[src/sv/srsc_pkg.sv]
// Shared constants, types and register codes for the scissor rectangle scale-and-clip block.
package srsc_pkg;
  localparam int CoordW = 13;
  localparam int RectW  = 15;
  localparam int OutW   = 14;
  localparam int EdgeW  = 15;
  localparam int NumW   = 27;
  localparam int QuoW   = 13;
  localparam int Lanes  = 4;
  localparam int FrontStages = 3;
  localparam int BackStages  = 2;
  localparam int Latency = FrontStages + QuoW + BackStages;

  typedef enum logic [2:0] {
    CfgScreenW = 3'd0,
    CfgScreenH = 3'd1,
    CfgViewX   = 3'd2,
    CfgViewY   = 3'd3,
    CfgViewW   = 3'd4,
    CfgViewH   = 3'd5
  } cfg_idx_e;

  typedef logic [CoordW-1:0] coord_t;
  typedef logic [NumW-1:0] num_t;
  typedef logic [QuoW-1:0] quo_t;

  typedef struct packed {
    logic   empty;
    logic   clip_active;
    coord_t cx;
    coord_t cy;
    coord_t cw;
    coord_t ch;
  } side_t;

  typedef struct packed {
    coord_t screen_w;
    coord_t screen_h;
    coord_t view_x;
    coord_t view_y;
    coord_t view_w;
    coord_t view_h;
  } cfg_t;
endpackage

[src/sv/srsc_div.sv]
// Pipelined restoring divider: four lanes, one quotient bit per stage.
module srsc_div (
  input  logic                          clk_i,
  input  logic                          rst_ni,
  input  logic                          valid_i,
  input  srsc_pkg::side_t               side_i,
  input  srsc_pkg::num_t [srsc_pkg::Lanes-1:0] num_i,
  input  srsc_pkg::coord_t              div_x_i,
  input  srsc_pkg::coord_t              div_y_i,
  output logic                          valid_o,
  output srsc_pkg::side_t               side_o,
  output srsc_pkg::quo_t [srsc_pkg::Lanes-1:0] quo_o
);
  import srsc_pkg::*;

  logic  v_q   [QuoW+1];
  side_t s_q   [QuoW+1];
  num_t  rem_q [QuoW+1][Lanes];
  quo_t  quo_q [QuoW+1][Lanes];

  always_comb begin
    v_q[0] = valid_i;
    s_q[0] = side_i;
    for (int i = 0; i < Lanes; i++) begin
      rem_q[0][i] = num_i[i];
      quo_q[0][i] = '0;
    end
  end

  for (genvar k = 0; k < QuoW; k++) begin : g_stage
    localparam int Sh = QuoW - 1 - k;
    num_t rem_d [Lanes];
    quo_t quo_d [Lanes];
    num_t dsh   [Lanes];

    always_comb begin
      for (int i = 0; i < Lanes; i++) begin
        dsh[i] = NumW'((i < 2) ? div_x_i : div_y_i) << Sh;
        rem_d[i] = rem_q[k][i];
        quo_d[i] = quo_q[k][i];
        if (rem_q[k][i] >= dsh[i]) begin
          rem_d[i] = rem_q[k][i] - dsh[i];
          quo_d[i][Sh] = 1'b1;
        end
      end
    end

    always_ff @(posedge clk_i or negedge rst_ni) begin
      if (!rst_ni) v_q[k+1] <= 1'b0;
      else         v_q[k+1] <= v_q[k];
    end

    always_ff @(posedge clk_i) begin
      s_q[k+1] <= s_q[k];
      for (int i = 0; i < Lanes; i++) begin
        rem_q[k+1][i] <= rem_d[i];
        quo_q[k+1][i] <= quo_d[i];
      end
    end
  end

  assign valid_o = v_q[QuoW];
  assign side_o  = s_q[QuoW];
  always_comb begin
    for (int i = 0; i < Lanes; i++) quo_o[i] = quo_q[QuoW][i];
  end
endmodule

[config.mk]
export PLATFORM = sky130hd
export DESIGN_NAME = srsc_div
export DESIGN_NICKNAME = d
export VERILOG_FILES = /design/src/sv/srsc_pkg.sv /design/src/sv/srsc_div.sv
export SDC_FILE = /design/constraint.sdc
export NUM_CORES = 2
export LEC_CHECK = 0
export BUFFER_PORTS_ARGS = -buffer_cell sky130_fd_sc_hd__buf_2
export CAP_MARGIN = 10
export CORE_MARGIN = 2
export CORE_UTILIZATION = 42
export DETAILED_ROUTE_END_ITERATION = 10
export PLACE_DENSITY = 0.69
export SETUP_SLACK_MARGIN = 0.2
export SLEW_MARGIN = 40
export SYNTH_ARGS = -nofsm -noshare
export SYNTH_HDL_FRONTEND = slang
export SYNTH_SLANG_ARGS = --single-unit
[constraint.sdc]
create_clock -name clk_i -period 4.7 [get_ports clk_i]
set_input_delay 0.47 -clock clk_i [delete_from_list [all_inputs] [get_ports clk_i]]
set_output_delay 0.47 -clock clk_i [all_outputs]
set_load 0.02 [all_outputs]
==> metrics <==
status=finished clean; HP Class=input port to flop; skew final=0.0859 ns; initial antenna violation count=10; Yosys reg bits=2375; Slew HR=about 46%; Vert. Die Dim=473 um; Core Region=~220000 sq um; CTS tree=built; Port Buffers=297; largest net degree at the start of global routing=29; DRC Markers=0; setup slack, reg-to-reg=~1.3 ns; top cells by count, synth=2362 x dfxtp_1, 676 x ha_1, 634 x nand2_1, 623 x nor2_1, 582 x a21oi_1; RSZ-0062 raised after global routing=no; first-pass GRT wire length=between 300 and 400 mm; top post-synthesis cells by area=dfxtp_1 51%, ha_1 9.2%, xor2_1 3.7%; row cnt=172; Placed Area=97600 sq um; WS Path Type=input port to flop; die area=approximately 220000 sq um; Max Root-Sink Buffers=3; Arr. time, crit path=4.34 ns; DR WL/cell=between 15 and 20 um; Slew Viols, Final=0; most frequent cell after synthesis=dfxtp_1; fill count=19300; First-pass DRT Iterations=7; hold depth=2; Synth cell types=98; Vias/cell=5.16; Power, Total=74.3 mW; Worst-Margin Slew=0.789 ns; hpwl dp=148 mm; Syn Nets=9872; area share of the largest cell type after synthesis=51.2%; CTS Sinks=2375; Routed Antenna Nets=0; vias in the first global route=64400; Worst Path Max Fanout=23; crit start category=input port; r2r startpoint=rem_q[980]; number of enable flip-flop cells after synthesis=0; cts repair resizes=0; Via Count=65400; post-layout minimum cycle time=about 3.6 ns; Top Ports=298; FMAX=0.279 GHz; CP Data Required Time=5.46 ns; clock root buffer master=clkbuf_16; total grt overflow=0; final setup fails=0; Worst-Skew Late Latency=0.90 ns; TNS Setup=0 ns; post-route cell area=108000 sq um; CTS H-tree lvls=4; Initial Util=42.1%; DRT iter0 DRCs=3948; final WL=201 mm; layout cell share with drive strength beyond 1=11.0%; Layout Area Growth over Synthesis=17.1%; Setup crit end kind=flop; Max VDD drop=0.000437 V; sequential share of the synthesized area=51.5%; Post-Syn Area=a little over 90000 sq um; die width=473 um; R2R cell count=12; clock slew seen by the registers of the worst setup and hold paths=0.06 ns; total global-route track usage=17.4%; WHS Endpoint=s_q[656]; biggest area consumer among synthesized cells=dfxtp_1; Final #Nets=10500; placed insts=about 12000; Hold Violations, Final=0; Inserted Clock Buffers=approximately 240; PwrDens=687 nW/um^2; ys async rst share=less than 1%; WHS=0.144 ns; Max Cap Viol=0; Final period util=76.2%; leak pwr=45.3 nW; postcts setup bufs=0; HP Start=side_i[8]; RD Place Congestion=0.908; RR Endpoint=rem_q[888]; fin cells=12700; syn_area_per_cell=10.3 sq um; YS warnings=0; post-synthesis cell count=8957; main flop type after synthesis=dfxtp_1
sequential cells by signal, summed over array words and instances, names as in the netlist:
name           count
s_q              648
side_o            54
quo_o             52
rem_q           1296
valid_o            1
v_q               12
g_stage.quo_d    312
how the worst max path moves through the flow:
stage                     cells past startpoint           to  slack (ns)         from
after floorplan                              11  rem_q[1349]        0.74   div_y_i[1]
after global routing                         14  rem_q[1403]        0.92   div_x_i[3]
after detailed placement                     12   rem_q[512]        0.64   div_x_i[9]
after CTS                                    12  rem_q[1349]        1.26    num_i[71]
after global placement                       12   rem_q[602]        0.45  div_x_i[12]
final                                        14  rem_q[1403]        1.12   div_x_i[3]
routing by layer:
layer  global-route usage [%]  wire, um  vias up
li1                         -         -    33100
met2                     28.0     88600     1787
met1                     23.3     96200    30100
met3                     2.93      9670      422
met5                        0         0        -
met4                     6.61      6590        0
where the power goes:
part,internal (mW),switching [mW]
combinational,11.7,13.4
clock,12.3,8.22
sequential,25.4,3.39
through the flow:
step	utilization, %	setup slack [ns]
finish	49.3	1.12
global route	49.3	0.916
CTS	49.3	1.26
detailed placement	44.5	0.644
global placement	44.5	0.454
floorplan	-	0.740
what timing repair did:
| item | CTS | global route |
|---|---|---|
| hold buffers | 170 | 0 |
| endpoints found under the setup margin | 0 | 0 |
| hold endpoints to repair | 177 | 0 |
cell usage in the layout (no fill, tap or decap), drive strengths merged, types with 293 or more instances in the layout:
cell type | Yosys | layout
a21oi | 583 | 583
buf | 85 | 411
xor2 | 391 | 391
nor2 | 623 | 623
xnor2 | 382 | 382
ha | 676 | 676
o21ai | 539 | 539
clkbuf | 98 | 293
dfxtp | 2362 | 2362
nand2 | 634 | 634
area by class of cell:
type / instances / area, sq um / share of cell area [%]
clock buffers: 293 / 6470 / 5.98
diodes: 6 / 15.0 / 0.0139
flip-flops and latches: 2375 / 47600 / 44.0
clock inverters: 156 / 2420 / 2.24
multi-input cells: 6133 / 42900 / 39.7
repair buffers: 581 / 4150 / 3.84
well taps: 2871 / 3590 / 3.32
inverters: 266 / 1000 / 0.924
critical path, cell delays in order:
cell,delay (ns)
buf_2,0.15
clkinv_1,0.62
buf_12,0.42
ha_1,0.36
a21o_1,0.19
nand2_1,0.08
a31oi_1,0.15
a221o_1,0.42
a21o_1,0.21
a211oi_2,0.21
buf_4,0.26
nor3_1,0.08
a21o_1,0.15
dlygate4sd3_1,0.54
logic make-up after synthesis:
logic type	share of synthesized area (%)
simple gates	13.8
flops	51.5
compound gates	13.1
xor+xnor	7.33
fa+ha+maj	10.2
buf+inv	2.08
mux	1.98
Power figures use the tool's default switching activity.
