<file path="src/sv/srsc_pkg.sv">
// Shared constants, types and register codes for the scissor rectangle scale-and-clip block.
package srsc_pkg;
  localparam int CoordW = 13;
  localparam int RectW  = 15;
  localparam int OutW   = 14;
  localparam int EdgeW  = 15;
  localparam int NumW   = 27;
  localparam int QuoW   = 13;
  localparam int Lanes  = 4;
  localparam int FrontStages = 3;
  localparam int BackStages  = 2;
  localparam int Latency = FrontStages + QuoW + BackStages;

  typedef enum logic [2:0] {
    CfgScreenW = 3'd0,
    CfgScreenH = 3'd1,
    CfgViewX   = 3'd2,
    CfgViewY   = 3'd3,
    CfgViewW   = 3'd4,
    CfgViewH   = 3'd5
  } cfg_idx_e;

  typedef logic [CoordW-1:0] coord_t;
  typedef logic [NumW-1:0] num_t;
  typedef logic [QuoW-1:0] quo_t;

  typedef struct packed {
    logic   empty;
    logic   clip_active;
    coord_t cx;
    coord_t cy;
    coord_t cw;
    coord_t ch;
  } side_t;

  typedef struct packed {
    coord_t screen_w;
    coord_t screen_h;
    coord_t view_x;
    coord_t view_y;
    coord_t view_w;
    coord_t view_h;
  } cfg_t;
endpackage

</file>
<file path="src/sv/srsc_front.sv">
// Front pipeline: edge clamping, empty detection, scaling products and division numerators.
module srsc_front (
  input  logic                          clk_i,
  input  logic                          rst_ni,
  input  logic                          valid_i,
  input  logic signed [srsc_pkg::RectW-1:0] rect_left_i,
  input  logic signed [srsc_pkg::RectW-1:0] rect_top_i,
  input  logic signed [srsc_pkg::RectW-1:0] rect_right_i,
  input  logic signed [srsc_pkg::RectW-1:0] rect_bottom_i,
  input  srsc_pkg::side_t               side_i,
  input  srsc_pkg::cfg_t                cfg_i,
  output logic                          valid_o,
  output srsc_pkg::side_t               side_o,
  output srsc_pkg::num_t [srsc_pkg::Lanes-1:0] num_o
);
  import srsc_pkg::*;

  logic signed [RectW:0] sw_hi, sh_hi;
  coord_t lc, rc, tc, bc;
  logic   empty_c;
  side_t  side_c;

  logic   v0_q, v1_q, v2_q;
  side_t  s0_q, s1_q, s2_q;
  coord_t l0_q, r0_q, t0_q, b0_q;
  logic [2*CoordW:0] p_q [Lanes];
  num_t  n_q [Lanes];

  function automatic coord_t clamp_f(logic signed [RectW-1:0] v, logic signed [RectW:0] hi);
    logic signed [RectW:0] w;
    w = {v[RectW-1], v};
    if (w < 0) return '0;
    else if (w > hi) return coord_t'(hi);
    else return coord_t'(w);
  endfunction

  always_comb begin
    sw_hi = $signed({3'b0, cfg_i.screen_w}) - 16'sd1;
    sh_hi = $signed({3'b0, cfg_i.screen_h}) - 16'sd1;
    lc = clamp_f(rect_left_i, sw_hi);
    rc = clamp_f(rect_right_i, sw_hi);
    tc = clamp_f(rect_top_i, sh_hi);
    bc = clamp_f(rect_bottom_i, sh_hi);
    empty_c = (cfg_i.screen_w == '0) || (cfg_i.screen_h == '0) ||
              (rect_right_i < rect_left_i) || (rect_bottom_i < rect_top_i) ||
              (rc < lc) || (bc < tc);
    side_c       = side_i;
    side_c.empty = empty_c;
  end

  always_ff @(posedge clk_i or negedge rst_ni) begin
    if (!rst_ni) begin
      v0_q <= 1'b0;
      v1_q <= 1'b0;
      v2_q <= 1'b0;
    end else begin
      v0_q <= valid_i;
      v1_q <= v0_q;
      v2_q <= v1_q;
    end
  end

  always_ff @(posedge clk_i) begin
    s0_q <= side_c;
    l0_q <= lc;
    r0_q <= rc;
    t0_q <= tc;
    b0_q <= bc;
    // scale: far edges take one past the inclusive pixel
    s1_q   <= s0_q;
    p_q[0] <= (2*CoordW+1)'(l0_q) * (2*CoordW+1)'(cfg_i.view_w);
    p_q[1] <= ((2*CoordW+1)'(r0_q) + 1'b1) * (2*CoordW+1)'(cfg_i.view_w);
    p_q[2] <= (2*CoordW+1)'(t0_q) * (2*CoordW+1)'(cfg_i.view_h);
    p_q[3] <= ((2*CoordW+1)'(b0_q) + 1'b1) * (2*CoordW+1)'(cfg_i.view_h);
    // bias the ceiling numerators
    s2_q   <= s1_q;
    n_q[0] <= NumW'(p_q[0]);
    n_q[1] <= NumW'(p_q[1]) + NumW'(cfg_i.screen_w) - NumW'(1);
    n_q[2] <= NumW'(p_q[2]);
    n_q[3] <= NumW'(p_q[3]) + NumW'(cfg_i.screen_h) - NumW'(1);
  end

  assign valid_o = v2_q;
  assign side_o  = s2_q;
  always_comb begin
    for (int i = 0; i < Lanes; i++) num_o[i] = n_q[i];
  end
endmodule

</file>
<file path="config.mk">
export PLATFORM = sky130hd
export DESIGN_NAME = srsc_front
export DESIGN_NICKNAME = d
export VERILOG_FILES = /design/src/sv/srsc_pkg.sv /design/src/sv/srsc_front.sv
export SDC_FILE = /design/constraint.sdc
export NUM_CORES = 2
export LEC_CHECK = 0
export BUFFER_PORTS_ARGS = -buffer_cell sky130_fd_sc_hd__buf_2
export CAP_MARGIN = 10
export CORE_AREA = 2 2 269 271
export DETAILED_ROUTE_END_ITERATION = 8
export DIE_AREA = 0 0 271 273
export HOLD_SLACK_MARGIN = 0.05
export PLACE_DENSITY = 0.74
export SYNTH_ARGS = -nofsm -noshare
export SYNTH_HDL_FRONTEND = slang
export SYNTH_SLANG_ARGS = --single-unit
</file>
<file path="constraint.sdc">
create_clock -name clk_i -period 9 [get_ports clk_i]
set_clock_uncertainty 0.2 [all_clocks]
set_input_delay 0.45 -clock clk_i [delete_from_list [all_inputs] [get_ports clk_i]]
set_output_delay 0.45 -clock clk_i [all_outputs]
set_load 0.02 [all_outputs]
</file>
==> results.yml <==
power_and_ir_drop:
  power_mw: 12.32
  power_density_nw_per_um2: 281.3
  p_leak_nw: 22.56
  irDropWorstVdd_mv: 0.2482
finish:
  drive_gt1_frac: 0.1054
  fillers: 5934
  final_cells: 5528
  final-seq-area_um2: 8603
  multi_input_area_um2: 26360
  syn2layout_area_growth_pct: 13.21
  nNetsFinal: 5714
clock_network:
  clkSlewWorstSetupHoldPaths_ps: 60
  clock_sinks: 429
  cts_tree: "yes"
  post_cts_buffers: 0
  cts_buffers: 48
  clk_path_buf_depth: 3
  ctsResizeCount: 0
  hold_buffers: 93
  htreeDepth: 2
  worstSkewPairLatency_ps: 610
  cts_root_buffer: "clkbuf_16"
floorplanning:
  start_util: 0.5448
  coreArea_um2: 71000
  die_area_um2: 73980
  fp.dieW_um: 271
  rows: 98
  dieHeight_um: 273
  io_pins: 358
min_path:
  holdPathStages: 3
  holdPathEnd: "r0_q[8]"
  hold_start: "rect_right_i[8]"
  hold_class: "in -> reg"
global_routing:
  grt_overflow: 0
  busiest_layer: "met2"
  grt_use_met3: 0.05650
  use_met2: 0.4325
  grt_use_total: 0.2522
  gr-usage-met1: 0.3134
  grt_pass1_wl_mm: 149.1
  antenna_found_initial: 19
  grt_pass1_vias: 29460
  grt_max_degree: 28
route:
  drt_pass1_iterations: 5
  route.detailed.drc: 0
  wl_per_cell_um: 16.53
  drt_iter0_markers: 1514
  viasPerCell: 5.206
  wirelength_mm: 91.37
  route.antenna.remaining_nets: 0
  via_count: 28780
timing:
  slew-limit-headroom: 0.1968
  post-route-period-util: 0.8401
  tightest_slew_ps: 1205
  fin_crit_ps: 7561
  finalSetupViolCount: 0
  maxSlewViolCount: 0
  fin_setup_tns_ps: 0
  fmax_mhz: 132.3
  rsz0062_at_grt: "no"
  hold_viol: 0
setup_path:
  regToRegSetupSlack_ps: 1440
  worstPathArrival_ps: 7890
  cp-end-kind: "flip-flop"
  worstSetupPathType: "reg -> reg"
  start_kind: "flip-flop"
  worstPathRequired_ps: 9330
  r2r_end: "p_q[1][23]"
  rr_worst_depth: 22
  crit_fanout: 16
  critical_path.reg2reg.startpoint: "r0_q[0]"
logic_synthesis:
  synth.most_common_cell: "inv_1"
  synthArstFlopShare: 0.006993
  yosys.area_share.simple: 0.1483
  ys.warnings.count: 0
  synthAdderAreaFrac: 0.4169
  yosys-top-cells-count: "inv_1, fa_1, ha_1, nand2_1, dfxtp_1"
  synth_seq_cells: 429
  netlist_area_um2: 38680
  synth_top_family_by_area: "adder cells"
  synth_edf_count: 0
  synth_top_area_frac: 0.2629
  synth_area_leader_cell: "fa_1"
  synth_xor_area_frac: 0.03917
  ys_types: 70
  avgSynthCellArea_um2: 9.274
  synth_top_flop_cell: "dfxtp_1"
  yosys-mux-area-fraction: 0.002070
  synth_compound_area_frac: 0.07456
  synth-seq-area-share: 0.2224
  synth_area_leaders: "fa_1, dfxtp_1, ha_1"
  synthCells: 4171
placed_design:
  dp_hpwl_mm: 71.33
  port-buffer-count: 328
  dp.cells: 5341
  gp_congestion: 0.9057
job:
  maxCapViolations: 0
status:
  run_status: "finished, final reports clean"
[worst max-delay path by stage]
stage,start,to,slack [ps],cells past startpoint
final,r0_q[0],p_q[1][23],1440,22
after CTS,b0_q[0],p_q[3][26],1360,22
after global routing,r0_q[0],p_q[1][23],900,24
after floorplan,b0_q[0],p_q[3][26],2660,25
after detailed placement,b0_q[0],p_q[3][26],1490,22
after global placement,b0_q[0],p_q[3][26],1650,22
[logic make-up after synthesis]
group           Yosys count
buf+inv                 987
flops                   429
xor+xnor                173
compound gates          436
other cells               1
fa+ha+maj               984
simple gates           1153
mux                       8
[layout by cell type (no fill, tap or decap), types with 48 or more instances in the layout]
| cell type | n |
|---|---|
| ha_1 | 476 |
| nand2_1 | 452 |
| xnor2_1 | 123 |
| nor2_1 | 128 |
| dlygate4sd3_1 | 93 |
| dfxtp_1 | 426 |
| buf_2 | 328 |
| a21o_1 | 59 |
| fa_1 | 508 |
| inv_1 | 856 |
| xor2_1 | 50 |
| a21oi_1 | 118 |
| clkbuf_16 | 48 |
| o21ai_0 | 84 |
| and2_1 | 324 |
[where the power goes]
| group | switching, mW | internal, mW |
|---|---|---|
| registers | 0.189 | 2.50 |
| clock network | 0.866 | 1.16 |
| logic | 4.38 | 3.23 |
| total | 5.43 | 6.89 |
[routing by layer]
metal / vias to the layer above / share of wire
li1: 13650 / -
met1: 14020 / 0.40
met2: 875 / 0.49
met3: 203 / 0.072
met4: 26 / 0.032
met5: - / 0.0018
[through the flow]
stage          instance area, µm²  worst slack [ps]  hold WS, ps    util
3_3_place_gp                41170              1648        45.10  0.5799
4_1_cts                     43770              1363        50.98  0.6165
3_5_place_dp                41170              1494        50.97  0.5799
2_1_floorplan               38680              2658       -45.59       -
5_1_grt                     43790             896.4        84.67  0.6168
6_report                    43790              1439        75.47  0.6168
[worst max-delay path: stages, from the launching register on]
cell	delay (ps)
dfxtp_1	730
nand2_1	110
nor2_1	280
and3_1	220
xor2_1	860
nand2_1	180
fa_1	540
fa_1	520
inv_1	50
fa_1	490
fa_1	490
inv_1	50
fa_1	510
inv_1	60
ha_1	240
or3_1	390
a211oi_1	390
o21ai_0	200
a31oi_1	290
nor2b_1	70
o21ai_0	260
nor2b_1	220
xnor2_1	130
[registers in the layout, summed over array words and instances, names as in the netlist]
| signal | flops |
|---|---|
| v0_q | 1 |
| v1_q | 1 |
| r0_q | 13 |
| t0_q | 13 |
| s1_q | 54 |
| s0_q | 54 |
| side_o | 54 |
| n_q | 106 |
| valid_o | 1 |
| b0_q | 13 |
| p_q | 106 |
| l0_q | 13 |
[layout make-up]
cell class              instances  area share
diodes                          4   0.0002286
flip-flops and latches        429      0.1965
clock inverters                27    0.007714
repair buffers                444     0.06277
inverters                     856     0.07337
clock buffers                  62     0.03046
multi-input cells            2756      0.6019
well taps                     950     0.02714
Note: power is estimated with default switching activity, not from simulation.
