## src/sv/srsc_pkg.sv

```systemverilog
// Shared constants, types and register codes for the scissor rectangle scale-and-clip block.
package srsc_pkg;
  localparam int CoordW = 13;
  localparam int RectW  = 15;
  localparam int OutW   = 14;
  localparam int EdgeW  = 15;
  localparam int NumW   = 27;
  localparam int QuoW   = 13;
  localparam int Lanes  = 4;
  localparam int FrontStages = 3;
  localparam int BackStages  = 2;
  localparam int Latency = FrontStages + QuoW + BackStages;

  typedef enum logic [2:0] {
    CfgScreenW = 3'd0,
    CfgScreenH = 3'd1,
    CfgViewX   = 3'd2,
    CfgViewY   = 3'd3,
    CfgViewW   = 3'd4,
    CfgViewH   = 3'd5
  } cfg_idx_e;

  typedef logic [CoordW-1:0] coord_t;
  typedef logic [NumW-1:0] num_t;
  typedef logic [QuoW-1:0] quo_t;

  typedef struct packed {
    logic   empty;
    logic   clip_active;
    coord_t cx;
    coord_t cy;
    coord_t cw;
    coord_t ch;
  } side_t;

  typedef struct packed {
    coord_t screen_w;
    coord_t screen_h;
    coord_t view_x;
    coord_t view_y;
    coord_t view_w;
    coord_t view_h;
  } cfg_t;
endpackage

```

## src/sv/srsc_back.sv

```systemverilog
// Back pipeline: viewport offset, Y flip, scissor intersection and size.
module srsc_back (
  input  logic                          clk_i,
  input  logic                          rst_ni,
  input  logic                          valid_i,
  input  srsc_pkg::side_t               side_i,
  input  srsc_pkg::quo_t [srsc_pkg::Lanes-1:0] quo_i,
  input  srsc_pkg::cfg_t                cfg_i,
  output logic                          valid_o,
  output logic [srsc_pkg::OutW-1:0]     box_x_o,
  output logic [srsc_pkg::OutW-1:0]     box_y_o,
  output logic [srsc_pkg::OutW-1:0]     box_w_o,
  output logic [srsc_pkg::OutW-1:0]     box_h_o
);
  import srsc_pkg::*;

  typedef logic [EdgeW-1:0] edge_t;

  logic  va_q, vb_q;
  side_t sa_q;
  edge_t x1_q, x2_q, y1_q, y2_q, cx2_q, cy2_q;
  edge_t x1, x2, y1, y2;
  logic [OutW-1:0] bx_q, by_q, bw_q, bh_q;

  always_ff @(posedge clk_i or negedge rst_ni) begin
    if (!rst_ni) begin
      va_q <= 1'b0;
      vb_q <= 1'b0;
    end else begin
      va_q <= valid_i;
      vb_q <= va_q;
    end
  end

  always_ff @(posedge clk_i) begin
    sa_q  <= side_i;
    x1_q  <= EdgeW'(cfg_i.view_x) + EdgeW'(quo_i[0]);
    x2_q  <= EdgeW'(cfg_i.view_x) + EdgeW'(quo_i[1]);
    y1_q  <= EdgeW'(cfg_i.view_y) + EdgeW'(cfg_i.view_h) - EdgeW'(quo_i[3]);
    y2_q  <= EdgeW'(cfg_i.view_y) + EdgeW'(cfg_i.view_h) - EdgeW'(quo_i[2]);
    cx2_q <= EdgeW'(side_i.cx) + EdgeW'(side_i.cw);
    cy2_q <= EdgeW'(side_i.cy) + EdgeW'(side_i.ch);
  end

  always_comb begin
    x1 = x1_q;
    x2 = x2_q;
    y1 = y1_q;
    y2 = y2_q;
    if (sa_q.clip_active) begin
      if (EdgeW'(sa_q.cx) > x1) x1 = EdgeW'(sa_q.cx);
      if (EdgeW'(sa_q.cy) > y1) y1 = EdgeW'(sa_q.cy);
      if (cx2_q < x2) x2 = cx2_q;
      if (cy2_q < y2) y2 = cy2_q;
    end
  end

  always_ff @(posedge clk_i) begin
    if (sa_q.empty) begin
      // degenerate: zero box at the viewport origin
      bx_q <= OutW'(cfg_i.view_x);
      by_q <= OutW'(cfg_i.view_y);
      bw_q <= '0;
      bh_q <= '0;
    end else begin
      bx_q <= OutW'(x1);
      by_q <= OutW'(y1);
      bw_q <= (x2 > x1) ? OutW'(x2 - x1) : '0;
      bh_q <= (y2 > y1) ? OutW'(y2 - y1) : '0;
    end
  end

  assign valid_o = vb_q;
  assign box_x_o = bx_q;
  assign box_y_o = by_q;
  assign box_w_o = bw_q;
  assign box_h_o = bh_q;
endmodule

```

## config.mk

```make
export PLATFORM = sky130hd
export DESIGN_NAME = srsc_back
export DESIGN_NICKNAME = d
export VERILOG_FILES = /design/src/sv/srsc_pkg.sv /design/src/sv/srsc_back.sv
export SDC_FILE = /design/constraint.sdc
export NUM_CORES = 1
export LEC_CHECK = 0
export BUFFER_PORTS_ARGS = -buffer_cell sky130_fd_sc_hd__buf_2
export CORE_ASPECT_RATIO = 0.75
export CORE_MARGIN = 2
export CORE_UTILIZATION = 40
export CTS_BUF_LIST = sky130_fd_sc_hd__clkbuf_8
export DETAILED_ROUTE_END_ITERATION = 10
export GPL_TIMING_DRIVEN = 0
export HOLD_SLACK_MARGIN = 0.12
export PLACE_DENSITY_LB_ADDON = 0.1
export SETUP_SLACK_MARGIN = 0.2
export SLEW_MARGIN = 20
export SYNTH_ARGS = -nofsm -noshare
export SYNTH_HDL_FRONTEND = slang
export SYNTH_SLANG_ARGS = --single-unit
```

## constraint.sdc

```tcl
create_clock -name clk_i -period 12.6 [get_ports clk_i]
set_input_delay 1.89 -clock clk_i [delete_from_list [all_inputs] [get_ports clk_i]]
set_output_delay 1.89 -clock clk_i [all_outputs]
set_load 0.01 [all_outputs]
```

==> results of run 1 <==
logic make-up after synthesis:
group | share of synthesized area [%]
adders and majority gates | 21.2
DFF | 31.4
and+or+nand+nor | 10.4
muxes | 7.98
AOI/OAI and AO/OA | 17.6
xor gates and xnor gates | 6.28
buffers and inverters | 5.25
cells in the final DEF, fill, tap and decap left out, types with 25 or more instances in the layout:
cell type	synthesis	routed
buf_2	6	210
ha_1	172	172
dfxtp_1	170	170
inv_1	139	139
nor2_1	76	76
a21oi_1	72	72
o21ai_0	56	56
xnor2_1	56	56
mux2i_1	51	51
nand2_1	35	35
a21o_1	32	32
mux2_2	30	30
o21a_1	29	29
nor2b_1	25	25
synth_stat cells, drive strengths merged, types with 4 or more instances:
cell	number	area, um2
o31a	10	87.6
a21boi	6	45.0
nand4	10	62.6
a41oi	4	35.0
o211ai	5	37.5
a21oi	72	360
nor3	19	95.1
nand3	17	85.1
ha	172	2150
o31ai	9	86.3
nand2	35	131
inv	139	522
a211oi	17	133
o21a	29	218
and2	6	37.5
and3	4	25.0
a31oi	6	43.8
fa	9	180
mux2	32	368
o21bai	10	75.1
a2111oi	5	43.8
o21ai	58	290
nor2	76	285
or2	4	25.0
buf	10	52.6
nor2b	25	156
a22oi	5	37.5
mux2i	51	510
nand2b	8	50.1
dfxtp	170	3400
xnor2	56	490
a21o	32	240
or3	13	86.3
xor2	23	201
routing by layer:
layer | routed length, um | up-vias
met1 | 17400 | 4104
li1 | - | 4659
met2 | 10600 | 228
met4 | 231 | 2
met3 | 1620 | 15
met5 | 13 | -
power groups by stage:
| stage | logic, mW | registers (mW) | clock network, mW |
|---|---|---|---|
| after floorplan | 0.888 | 0.763 | 0 |
| after global placement | 1.25 | 0.759 | 0 |
| after detailed placement | 1.26 | 0.762 | 0 |
| after CTS | 1.27 | 0.751 | 0.420 |
| after global routing | 1.42 | 0.767 | 0.441 |
| final | 1.27 | 0.750 | 0.407 |
registers in the layout, indices dropped and copies added, names as in the netlist:
name,flops
cx2_q,14
cy2_q,14
valid_o,1
x1_q,14
va_q,1
box_y_o,14
box_x_o,14
box_h_o,14
sa_q,28
box_w_o,14
y1_q,15
x2_q,14
y2_q,15
final cells by class:
type / count / area share, %
Multi-Input combinational cell: 863 / 54.2
Sequential cell: 172 / 26.8
Timing Repair Buffer: 205 / 8.01
Inverter: 139 / 4.05
Tap cell: 351 / 3.41
Clock buffer: 18 / 1.92
Clock inverter: 14 / 1.15
Buffer: 11 / 0.437
Antenna cell: 1 / 0.0194
per-stage QoR:
| stage | total power [mW] | instance area (um2) | utilization [%] | hold WS (ns) | setup slack (ns) |
|---|---|---|---|---|---|
| global placement | 2.01 | 12500 | 46.2 | 0.340 | 7.00 |
| detailed placement | 2.02 | 12500 | 46.2 | 0.347 | 6.99 |
| CTS | 2.44 | 12900 | 47.7 | 0.366 | 6.94 |
| global route | 2.63 | 12900 | 47.7 | 0.359 | 6.47 |
| finish | 2.43 | 12900 | 47.7 | 0.362 | 6.74 |
| floorplan | 1.65 | 11000 | - | 0.331 | 7.74 |
worst max path at each step:
stage,to,slack (ns),cells past startpoint
floorplan,y1_q[13]$_DFF_P_,7.74,15
global placement,box_w_o[3]$_SDFF_PP0_,7.00,19
global route,box_w_o[11]$_SDFF_PP0_,6.47,20
detailed placement,box_w_o[11]$_SDFF_PP0_,6.99,19
finish,box_w_o[11]$_SDFF_PP0_,6.74,20
CTS,box_w_o[11]$_SDFF_PP0_,6.94,20
critical path, delay by kind of cell, from the launching register on:
family                   cells  cell delay, ns
buffers and inverters        3            0.79
AO/OA/AOI/OAI               12            3.27
multiplexers                 1            0.13
adder cells (fa/ha/maj)      3            0.94
flip-flops                   1            0.35
AND/OR/NAND/NOR              1            0.26
==> flow_summary_export.csv, run 1 <==
group,metric,value,unit
clocking,h-tree-depth,4,
detailed_routing,drc_errors,0,
worst_hold_path,hold_path.class,"register to register",
yosys,synth_nets,1553,
worst_setup_path,arrival,6.20,ns
power_and_ir_drop,clkPwrFrac,16.7,%
detailed_routing,ant_nets,0,
grt,antenna_found_initial,3,
sta,skew,0.0174,ns
sta,timing.final.crit_share,46.5,%
power_and_ir_drop,p_per_area,189,nW/um2
run_status,outcome,"completed",
clocking,clkTransAtPathRegs,0.10,ns
yosys,synth_flop_cell,"dfxtp_1",
worst_setup_path,worst-r2r-setup-slack,6.74,ns
worst_hold_path,hold_path_depth,0,
placement,gp_congestion,0.837,
worst_hold_path,min_to,"valid_o$_DFF_PN0_",
yosys,syn_avg_cell_area,9.29,um2
power_and_ir_drop,combPwrFrac,52.4,%
worst_setup_path,max_stage_delay,0.68,ns
placement,port-buffer-count,204,
worst_setup_path,endpoint_kind,"register",
detailed_routing,drt_iter0_markers,419,
sta,tns,0,ns
clocking,cts_hold_buf,0,
finish,regArea,3450,um2
sta,final.min_clock_period,5.86,ns
clocking,clockBufferDepth,2,
grt,grt_max_degree,18,
clocking,cts_root_buf,"clkbuf_8",
detailed_routing,firstDrtPassIters,5,
grt,grt_pass1_wl,45600,um
floorplan,die_height,148,um
grt,top_usage_layer,"met1",
grt,grt_util_met1,34.9,%
yosys,synthArstFlopShare,1.16,%
clocking,cts_tree,"built",
worst_setup_path,worst_r2r_endpoint,"box_w_o[11]$_SDFF_PP0_",
sta,worst_pin_slew,0.837,ns
floorplan,dieArea,28900,um2
detailed_routing,vias,9008,
clocking,cts_resized,0,
power_and_ir_drop,swShare,42.3,%
worst_setup_path,rr_worst_depth,20,
worst_setup_path,crit_chain,"inv_1 -> ha_1 -> a21o_1 -> a21o_1 -> a21oi_1 -> o2111a_1 -> o21bai_1 -> a211oi_2 -> buf_2 -> mux2i_1 -> ha_1 -> fa_1 -> nor2b_1 -> o31a_1 -> o31a_1 -> o21ai_1 -> o21ai_0 -> a31oi_2 -> buf_2 -> a211oi_1",
clocking,clkLatencyLatePin,0.48,ns
finish,final_cell_count_no_fill,1774,
power_and_ir_drop,p_leak,6.45,nW
grt,grt_pass1_vias,8358,
yosys,synth-seq-cells,172,
finish,multi_input_area,6980,um2
yosys,synth_edf_count,0,
finish,fillers,2653,
sta,final_max_slew_viol_count,0,
worst_setup_path,start_kind,"register",
power_and_ir_drop,peakVddDrop,0.0729,mV
sta,finalHoldViolations,0,
worst_setup_path,slowest_stage,"a211oi_2",
worst_setup_path,r2r_start,"x2_q[3]$_DFF_P_",
finish,area_growth,17.0,%
clocking,numCtsBuffers,17,
power_and_ir_drop,internal_power,1.40,mW
floorplan,coreArea,27000,um2
placement,hpwl,25000,um
worst_setup_path,critPathMaxFanout,10,
flow_run,drv_cap,0,
sta,grt_setup_unrepaired,"false",
worst_setup_path,critPathKind,"register to register",
grt,use_met2,26.5,%
sta,timing.fmax,0.171,GHz
grt,met3_usage,3.51,%
clocking,clock-sinks,172,
worst_hold_path,hold_start,"va_q$_DFF_PN0_",
yosys,syn-cell-area,11000,um2
sta,relSlewSlack,44.2,%
yosys,syn_inst,1185,
clocking,cts_setup_buffers,0,
yosys,synth_warnings,0,
worst_setup_path,crit_required,12.94,ns
detailed_routing,viasPerCell,5.08,
floorplan,ios,244,
grt,grt_usage,20.8,%
power_and_ir_drop,p_sw,1.03,mW
floorplan,start_util,40.8,%
finish,nNetsFinal,1777,
floorplan,die_width,196,um
detailed_routing,wl,29900,um
sta,finalSetupViolCount,0,
floorplan,num_rows,52,
yosys,ys_seq_area_share,31.4,%
yosys,synth.distinct_cells,66,
power_and_ir_drop,pwr-share-seq,30.9,%
placement,dp.cells,1740,
grt,grt_overflow,0,
finish,layout-drive-gt1-share,20.3,%
detailed_routing,post_drt_wl_per_cell,16.8,um
worst_setup_path,critPathLaunch,"x2_q[3]$_DFF_P_",
No activity file was read; power rests on OpenSTA's default activity.
==> inputs of run 2 (changes only) <==
clock period = 5 ns   (was 12.6 ns; I/O delays follow)
==> run 2 against run 1 <==
  * Flip-flop and latch count is the same
  * Largest power group unchanged
  * Sequential power increased to 2.5 times the previous value
  * Routed wire length increased by 1.8%
  * Core utilization rose by 1.2 points
  * Critical endpoint is now box_w_o[2]$_SDFF_PP0_
  * Setup slack worse by 6.4 ns
  * Sequential share of layout area decreased by 0.64 points
  * Clock skew about the same
  * Die area unchanged
  * Clock power rose to 2.5 times the previous value
  * Critical path type unchanged
  * Non-clock buffer count is 11 higher
  * First-iteration DRC count grew 11%
==> flow_summary_export.csv, run 2 (synthesis gave the netlist of run 1 again) <==
group,metric,value,unit
placement,port-buffer-count,204,
clocking,numCtsBuffers,17,
detailed_routing,vias,9058,
clocking,clkTransAtPathRegs,0.11,ns
worst_setup_path,crit_required,5.38,ns
finish,final_cell_count_no_fill,1785,
sta,finalSetupViolCount,0,
finish,top_regs,"sa_q x28, y1_q x15, y2_q x15",
finish,final_common_cell,"buf_2",
finish,area_growth,19.9,%
grt,grt_overflow,0,
floorplan,ios,244,
power_and_ir_drop,p_sw,2.68,mW
flow_run,drv_cap,0,
clocking,clkLatencyLatePin,0.48,ns
run_status,outcome,"completed",
floorplan,dieArea,28900,um2
floorplan,coreArea,27000,um2
sta,grt_setup_unrepaired,"false",
finish,layout-drive-gt1-share,22.7,%
power_and_ir_drop,p_leak,6.54,nW
detailed_routing,firstDrtPassIters,5,
clocking,cts_root_buf,"clkbuf_8",
worst_setup_path,endpoint_kind,"register",
power_and_ir_drop,combPwrFrac,53.8,%
detailed_routing,ant_nets,0,
sta,skew,0.0177,ns
worst_setup_path,critPathKind,"register to register",
worst_setup_path,arrival,5.03,ns
sta,final.min_clock_period,4.66,ns
finish,regMostFlops,"sa_q",
power_and_ir_drop,pwr-share-seq,30.1,%
floorplan,die_width,196,um
finish,largest_reg_flops,28,
floorplan,die_height,148,um
floorplan,start_util,40.8,%
finish,regArea,3450,um2
sta,finalHoldViolations,0,
placement,dp.cells,1740,
grt,grt_usage,21.1,%
power_and_ir_drop,clkPwrFrac,16.2,%
power_and_ir_drop,p_per_area,480,nW/um2
detailed_routing,drc_errors,0,
sta,hold_slack,0.361,ns
power_and_ir_drop,peakVddDrop,0.182,mV
worst_setup_path,start_kind,"register",
power_and_ir_drop,swShare,42.2,%
grt,antenna_found_initial,2,
finish,multi_input_area,7170,um2
finish,final_core_util,48.9,%
sta,relSlewSlack,43.9,%
sta,final_max_slew_viol_count,0,
grt,grt_max_degree,18,
clocking,clock-sinks,172,
power_and_ir_drop,internal_power,3.66,mW
detailed_routing,wl,30400,um
power_and_ir_drop,finalPower,6.33,mW
grt,grt_pass1_wl,46000,um
clocking,cts_tree,"built",
worst_hold_path,hold_path.class,"register to register",
detailed_routing,drt_iter0_markers,467,
clocking,h-tree-depth,4,
finish,final_cell_mix,"buf_2, dfxtp_1, ha_1",
grt,grt_pass1_vias,8422,
sta,timing.fmax,0.215,GHz
finish,fillers,2616,
placement,gp_congestion,0.837,
worst_setup_path,critPathMaxFanout,9,
floorplan,num_rows,52,
finish,nNetsFinal,1788,
placement,hpwl,25000,um
sta,worst_pin_slew,0.841,ns
sta,timing.final.crit_share,93.1,%
detailed_routing,post_drt_wl_per_cell,17.0,um
clocking,clockBufferDepth,2,
detailed_routing,viasPerCell,5.07,
run 2: changes by cell type in the layout (fill, tap and decap cells not counted), moves of 4 or more:
cell / before / now
buf_2: 210 / 205
buf_4: 2 / 9
buf_6: 1 / 7
ha_1: 172 / 168
mux2i_1: 51 / 42
mux2i_2: 0 / 6
run 2: worst max-delay path, stage by stage, from the launching register on:
cell and delay (ns):
dfxtp_2 0.35, inv_1 0.04, ha_1 0.30, a21o_1 0.17
a21o_1 0.19, a21oi_2 0.16, o2111a_2 0.25, o21bai_1 0.11
a211oi_4 0.22, buf_6 0.17, buf_12 0.14, mux2_2 0.34
ha_1 0.28, buf_4 0.15, nand3_1 0.06, or2_2 0.30
or4_4 0.53, a21boi_1 0.18, a31oi_4 0.32, buf_4 0.23
nor3_1 0.06
run 2: cell type report:
cell class | instances | share of cell area [%]
repair buffers | 216 | 8.52
diodes | 1 | 0.0190
multi-input cells | 863 | 54.3
inverters | 139 | 3.95
well taps | 351 | 3.33
clock buffers | 18 | 1.88
plain buffers | 11 | 0.730
clock inverters | 14 | 1.12
flip-flops and latches | 172 | 26.2
run 2: power groups by stage:
stage          Clock [mW]  Combinational (mW)  Sequential [mW]
2_1_floorplan           0                2.24             1.92
3_3_place_gp            0                3.15             1.91
3_5_place_dp            0                3.16             1.92
4_1_cts              1.06                3.27             1.89
5_1_grt              1.11                3.79             1.94
6_report             1.02                3.41             1.90
run 2: path summary, 6_finish.rpt:
path                       slack, ns                     to  cells past startpoint       startpoint
max                             0.34  box_w_o[2]$_SDFF_PP0_                     20  x2_q[3]$_DFF_P_
min                             0.36      valid_o$_DFF_PN0_                      0   va_q$_DFF_PN0_
min reg2reg                     0.36      valid_o$_DFF_PN0_                      0   va_q$_DFF_PN0_
min in group asynchronous       0.57      valid_o$_DFF_PN0_                      2           rst_ni
max reg2reg                     0.34  box_w_o[2]$_SDFF_PP0_                     20  x2_q[3]$_DFF_P_
max in group asynchronous       4.33         va_q$_DFF_PN0_                      2           rst_ni
run 2: metal layers:
layer	vias up	GRT usage, %	part of all wire, %
met5	-	0	0.043
met4	2	4.50	0.91
met3	17	4.06	5.4
met2	219	26.8	36
met1	4140	35.0	58
li1	4680	-	-
run 2: per-stage QoR:
stage | worst slack, ns | area, um2 | setup TNS (ns)
after floorplan | 0.624 | 11000 | 0
after global placement | -0.604 | 12500 | -7.17
after detailed placement | -0.607 | 12500 | -6.98
after CTS | 0.219 | 13000 | 0
after global routing | 0.198 | 13200 | 0
final | 0.344 | 13200 | 0
run 2: what timing repair did:
item	in CTS	in global routing
hold endpoints to repair	2	0
hold buffers	1	0
resized for setup	19	33
setup buffers	4	5
cloned	1	0
setup endpoints to repair	19	26
pin swaps	3	6
